**config.mk**
```make
export PLATFORM = sky130hd
export DESIGN_NAME = skvlt_cell
export DESIGN_NICKNAME = d
export VERILOG_FILES = /design/src/rtl/core/skvlt_pkg.sv /design/src/rtl/core/skvlt_cell.sv
export SDC_FILE = /design/constraint.sdc
export NUM_CORES = 1
export LEC_CHECK = 0
export BUFFER_PORTS_ARGS = -buffer_cell sky130_fd_sc_hd__buf_2
export CAP_MARGIN = 20
export CELL_PAD_IN_SITES_DETAIL_PLACEMENT = 2
export CELL_PAD_IN_SITES_GLOBAL_PLACEMENT = 2
export CORE_MARGIN = 3
export CORE_UTILIZATION = 21
export DETAILED_ROUTE_END_ITERATION = 10
export GPL_TIMING_DRIVEN = 0
export PLACE_DENSITY_LB_ADDON = 0.08
export SLEW_MARGIN = 30
export SYNTH_ARGS = -nofsm -noshare
export SYNTH_HDL_FRONTEND = slang
export SYNTH_SLANG_ARGS = --single-unit
```
**constraint.sdc**
```tcl
create_clock -name clk -period 2.8 [get_ports clk]
set_clock_uncertainty 0.2 [all_clocks]
set_input_delay 0.56 -clock clk [delete_from_list [all_inputs] [get_ports clk]]
set_output_delay 0.56 -clock clk [all_outputs]
set_load 0.01 [all_outputs]
```
**src/rtl/core/skvlt_pkg.sv**
```systemverilog
`timescale 1ns / 1ps
// ----------------------------------------------------------------------------
// skvlt_pkg
// Shared types and defaults for the sorted key/value leaf table.
// ----------------------------------------------------------------------------
package skvlt_pkg;

  // default sizes
  localparam int CAPACITY_DEF   = 256;
  localparam int KEY_BITS_DEF   = 32;
  localparam int VALUE_BITS_DEF = 64;

  // fixed field widths
  localparam int ACTION_W  = 3;
  localparam int STATUS_W  = 3;
  localparam int POS_IN_W  = 8;
  localparam int POS_OUT_W = 9;
  localparam int COUNT_W   = 9;
  localparam int CFG_W     = 9;

  localparam logic [CFG_W-1:0] MAX_ENTRIES_RST = 9'd256;

  // request actions
  localparam logic [ACTION_W-1:0] ACT_INSERT = 3'd0;
  localparam logic [ACTION_W-1:0] ACT_LOOKUP = 3'd1;
  localparam logic [ACTION_W-1:0] ACT_REMOVE = 3'd2;
  localparam logic [ACTION_W-1:0] ACT_LOWER  = 3'd3;
  localparam logic [ACTION_W-1:0] ACT_READ   = 3'd4;
  localparam logic [ACTION_W-1:0] ACT_CLEAR  = 3'd5;
  localparam logic [ACTION_W-1:0] ACT_SPARE6 = 3'd6;
  localparam logic [ACTION_W-1:0] ACT_SPARE7 = 3'd7;

  // result status
  localparam logic [STATUS_W-1:0] ST_OK        = 3'd0;
  localparam logic [STATUS_W-1:0] ST_NOT_FOUND = 3'd1;
  localparam logic [STATUS_W-1:0] ST_FULL      = 3'd2;
  localparam logic [STATUS_W-1:0] ST_DUPLICATE = 3'd3;
  localparam logic [STATUS_W-1:0] ST_RANGE     = 3'd4;

  // what a cell does with its entry at the next edge
  typedef enum logic [1:0] {
    CELL_HOLD       = 2'd0,
    CELL_LOAD       = 2'd1,
    CELL_SHIFT_UP   = 2'd2,
    CELL_SHIFT_DOWN = 2'd3
  } cell_op_t;

  typedef struct packed {
    cell_op_t op;
    logic     cmp_en;
    logic     live;
  } cell_ctrl_t;

  typedef struct packed {
    logic lt;
    logic eq;
  } cell_flag_t;

endpackage

```
**src/rtl/core/skvlt_cell.sv**
```systemverilog
`timescale 1ns / 1ps
// ----------------------------------------------------------------------------
// skvlt_cell
// One table slot: holds a key/value pair, compares it with the request key
// and takes a new pair or a neighbor's pair when the table shifts.
// ----------------------------------------------------------------------------
module skvlt_cell #(
  parameter int KEY_BITS   = skvlt_pkg::KEY_BITS_DEF,
  parameter int VALUE_BITS = skvlt_pkg::VALUE_BITS_DEF
) (
  input  logic                   clk,
  input  skvlt_pkg::cell_ctrl_t  ctrl,
  input  logic [KEY_BITS-1:0]    req_key,
  input  logic [VALUE_BITS-1:0]  req_value,
  input  logic [KEY_BITS-1:0]    prev_key,
  input  logic [VALUE_BITS-1:0]  prev_value,
  input  logic [KEY_BITS-1:0]    next_key,
  input  logic [VALUE_BITS-1:0]  next_value,
  output logic [KEY_BITS-1:0]    key,
  output logic [VALUE_BITS-1:0]  value,
  output skvlt_pkg::cell_flag_t  flag
);

  always_ff @(posedge clk) begin
    unique case (ctrl.op)
      skvlt_pkg::CELL_HOLD: begin
      end
      skvlt_pkg::CELL_LOAD: begin
        key   <= req_key;
        value <= req_value;
      end
      skvlt_pkg::CELL_SHIFT_UP: begin
        key   <= prev_key;
        value <= prev_value;
      end
      skvlt_pkg::CELL_SHIFT_DOWN: begin
        key   <= next_key;
        value <= next_value;
      end
      default: begin
      end
    endcase
    if (ctrl.cmp_en) begin
      flag.lt <= ctrl.live && (key < req_key);
      flag.eq <= ctrl.live && (key == req_key);
    end
  end

endmodule

```
==> flow_metrics.py <==
metrics = {
    "clock_network": {
        "clk_latency_ps": 350,
        "cts_num_sinks": 98,
        "cts_resized": 0,
        "cts_max_level": 3,
        "ctsHoldBuffers": 0,
        "cts_tree": "yes",
        "root_buffer": "clkbuf_16",
        "clkTransAtPathRegs_ps": 80,
        "cts_setup_buffers": 0,
        "cts_made_buffers": 9,
        "cts.path.max_buffers": 2,
    },
    "worst_setup_path": {
        "worst_ep_arrival_time_ps": 2080,
        "crit_path_end_kind": "register",
        "r2r_end": "flag[1]",
        "crit_required_ps": 2680,
        "slowest_delay_ps": 420,
        "endpoint": "flag[1]",
        "critPathKind": "reg -> reg",
        "crit_path_max_fanout": 3,
        "r2r_setup_slack_ps": 600,
        "crit_chain": "ha_1 -> nand4_1 -> nor4_2 -> o21ai_1 -> o211ai_1 -> a211oi_2",
        "slowest_stage": "edfxtp_1",
        "timing.rr.start": "key[11]",
        "rr_worst_depth": 6,
        "timing.critical_path.from_type": "register",
        "worstSetupStartpoint": "key[11]",
    },
    "run": {
        "cap_viol_max_count": 0,
    },
    "grt": {
        "track_usage_pct": 16.7,
        "antenna_found_initial": 8,
        "grt_pass1_vias": 5992,
        "grt_max_degree": 33,
        "grt_pass1_wl_um": 36500,
        "grt_overflow": 0,
    },
    "floorplan": {
        "rows": 60,
        "pin_count": 391,
        "die-area_um2": 29600,
        "initial_core_util_pct": 21.4,
        "coreArea_um2": 27000,
        "die_h_um": 172,
        "die_x_um": 172,
    },
    "power": {
        "total_power_w": 0.00426,
        "p_per_area_nw_per_um2": 500,
        "irDropWorstVdd_mv": 0.211,
        "p_leak_nw": 4.19,
    },
    "cells_and_area": {
        "layoutNonFillerInstCount": 1284,
        "layout-drive-gt1-share_pct": 45.7,
        "nFillCells": 3129,
        "syn2layout_area_growth_pct": 47.4,
        "fin_area_um2": 8520,
        "layout.nets": 1261,
    },
    "timing": {
        "slew-limit-headroom_pct": 61.3,
        "setup_viol": 0,
        "period_needed_ps": 2200,
        "fmax_ghz": 0.454,
        "maxSlewViolCount": 0,
        "hold_viol_final": 0,
        "worst_slew_pin_slew_ps": 580,
        "finalCritPeriodShare_pct": 78.6,
        "rsz0062_at_grt": "false",
    },
    "detailed_routing": {
        "dr.pass1.iters": 4,
        "viasPerCell": 4.40,
        "drtIter0Drc": 185,
        "postRouteAntennaNets": 0,
        "drc": 0,
        "via_count": 5648,
        "wirelength_um": 25800,
        "wl_per_cell_um": 20.1,
    },
    "synthesis": {
        "synth_largest_area_cell": "edfxtp_1",
        "yosysWarnings": 0,
        "synth_cells": 534,
        "syn_avg_cell_area_um2": 10.8,
        "yosysSeqAreaShare_pct": 50.9,
        "yosys-top-cells-area": "edfxtp_1, mux2i_1, a21oi_1",
        "ys_types": 31,
        "synth_top_area_share_pct": 50.9,
        "synth.ff_latch_count": 98,
        "synthesis.nets": 859,
        "synth_area_um2": 5780,
    },
    "place": {
        "place_inst": 1266,
        "dp_hpwl_um": 21400,
        "gp_congestion": 0.728,
        "placed_area_um2": 8220,
        "portBuffers": 388,
    },
    "min_path": {
        "hp-class": "in -> reg",
    },
    "outcome": {
        "outcome": "finished, final reports clean",
    },
}
==> final cells by class <==
class | instances | area, um2 | area share, %
flip-flops and latches | 98 | 2940 | 34.5
multi-input cells | 371 | 2520 | 29.6
repair buffers | 391 | 2000 | 23.5
well taps | 341 | 427 | 5.01
clock buffers | 10 | 229 | 2.69
plain buffers | 32 | 196 | 2.30
inverters | 33 | 124 | 1.45
clock inverters | 6 | 73.8 | 0.866
diodes | 2 | 5.00 | 0.0587
==> placed cells by master (no fill, tap or decap), types with 3 or more instances in the layout <==
cell type | Yosys | layout
a21o_1 | 3 | 3
a21oi_1 | 108 | 108
buf_12 | 0 | 3
buf_2 | 7 | 395
buf_4 | 7 | 7
buf_8 | 3 | 3
clkbuf_1 | 14 | 15
clkbuf_16 | 0 | 9
edfxtp_1 | 98 | 98
ha_1 | 32 | 32
inv_1 | 33 | 33
mux2i_1 | 96 | 96
nand2_1 | 8 | 8
nand4_1 | 5 | 5
nor2_1 | 98 | 98
==> report_power, final <==
part,leakage (nW),switching (W),internal (W)
clock network,0.141,0.000630,0.000707
registers,0.988,0.0000585,0.00181
logic,3.06,0.000578,0.000475
==> per-stage QoR <==
step / TNS, ps / utilization (%) / worst slack (ps) / hold WS (ps)
global placement: -22430 / 30.2 / -240 / 578
CTS: 0 / 31.5 / 493 / 212
floorplan: 0 / - / 445 / 472
detailed placement: 0 / 30.4 / 237 / 582
global route: 0 / 31.5 / 416 / 219
finish: 0 / 31.5 / 598 / 235
==> worst min-delay path by stage <==
stage / startpoint / to / slack, ps / cells after the start
finish: ctrl[1] / flag[1] / 230 / 1
global route: ctrl[1] / flag[1] / 220 / 1
CTS: ctrl[1] / flag[1] / 210 / 1
detailed placement: ctrl[1] / flag[1] / 580 / 1
global placement: ctrl[1] / flag[1] / 580 / 1
floorplan: ctrl[1] / flag[0] / 470 / 0
==> critical path: cells and delay by family, from the launching register on <==
kind,cells,cell delay (ps)
compound gates,3,430
fa+ha+maj,1,350
flops,1,420
simple gates,2,520
==> sequential cells by signal, summed over array words and instances (netlist names) <==
signal  cells
value      64
flag        2
key        32
==> routing by layer <==
metal,global-route usage (%),share of wire [%]
met2,30.5,52
met1,18.8,38
met4,2.60,0.69
met5,0,0.22
met3,6.20,8.8
==> logic make-up after synthesis <==
logic type	count (synthesis)	share of synthesized area, %
adder cells (fa/ha/maj)	32	6.92
flip-flops	98	50.9
AND/OR/NAND/NOR	122	8.98
multiplexers	96	16.6
AO/OA/AOI/OAI	121	11.1
buffers and inverters	65	5.54
==> synth_stat cells (all sizes together) <==
| cell | number |
|---|---|
| o21a | 2 |
| inv | 33 |
| nand4 | 6 |
| buf | 18 |
| clkbuf | 14 |
| a21o | 3 |
| nor2b | 1 |
| a2bb2oi | 1 |
| edfxtp | 98 |
| a21oi | 108 |
| nor2 | 98 |
| or2b | 1 |
| nor4 | 4 |
| nand2 | 8 |
| o21ai | 3 |
| a211oi | 2 |
| ha | 32 |
| o221a | 1 |
| or2 | 1 |
| mux2i | 96 |
| o211ai | 1 |
| nand3 | 1 |
| nor3 | 1 |
| nand4b | 1 |
No activity file was read; power rests on OpenSTA's default activity.
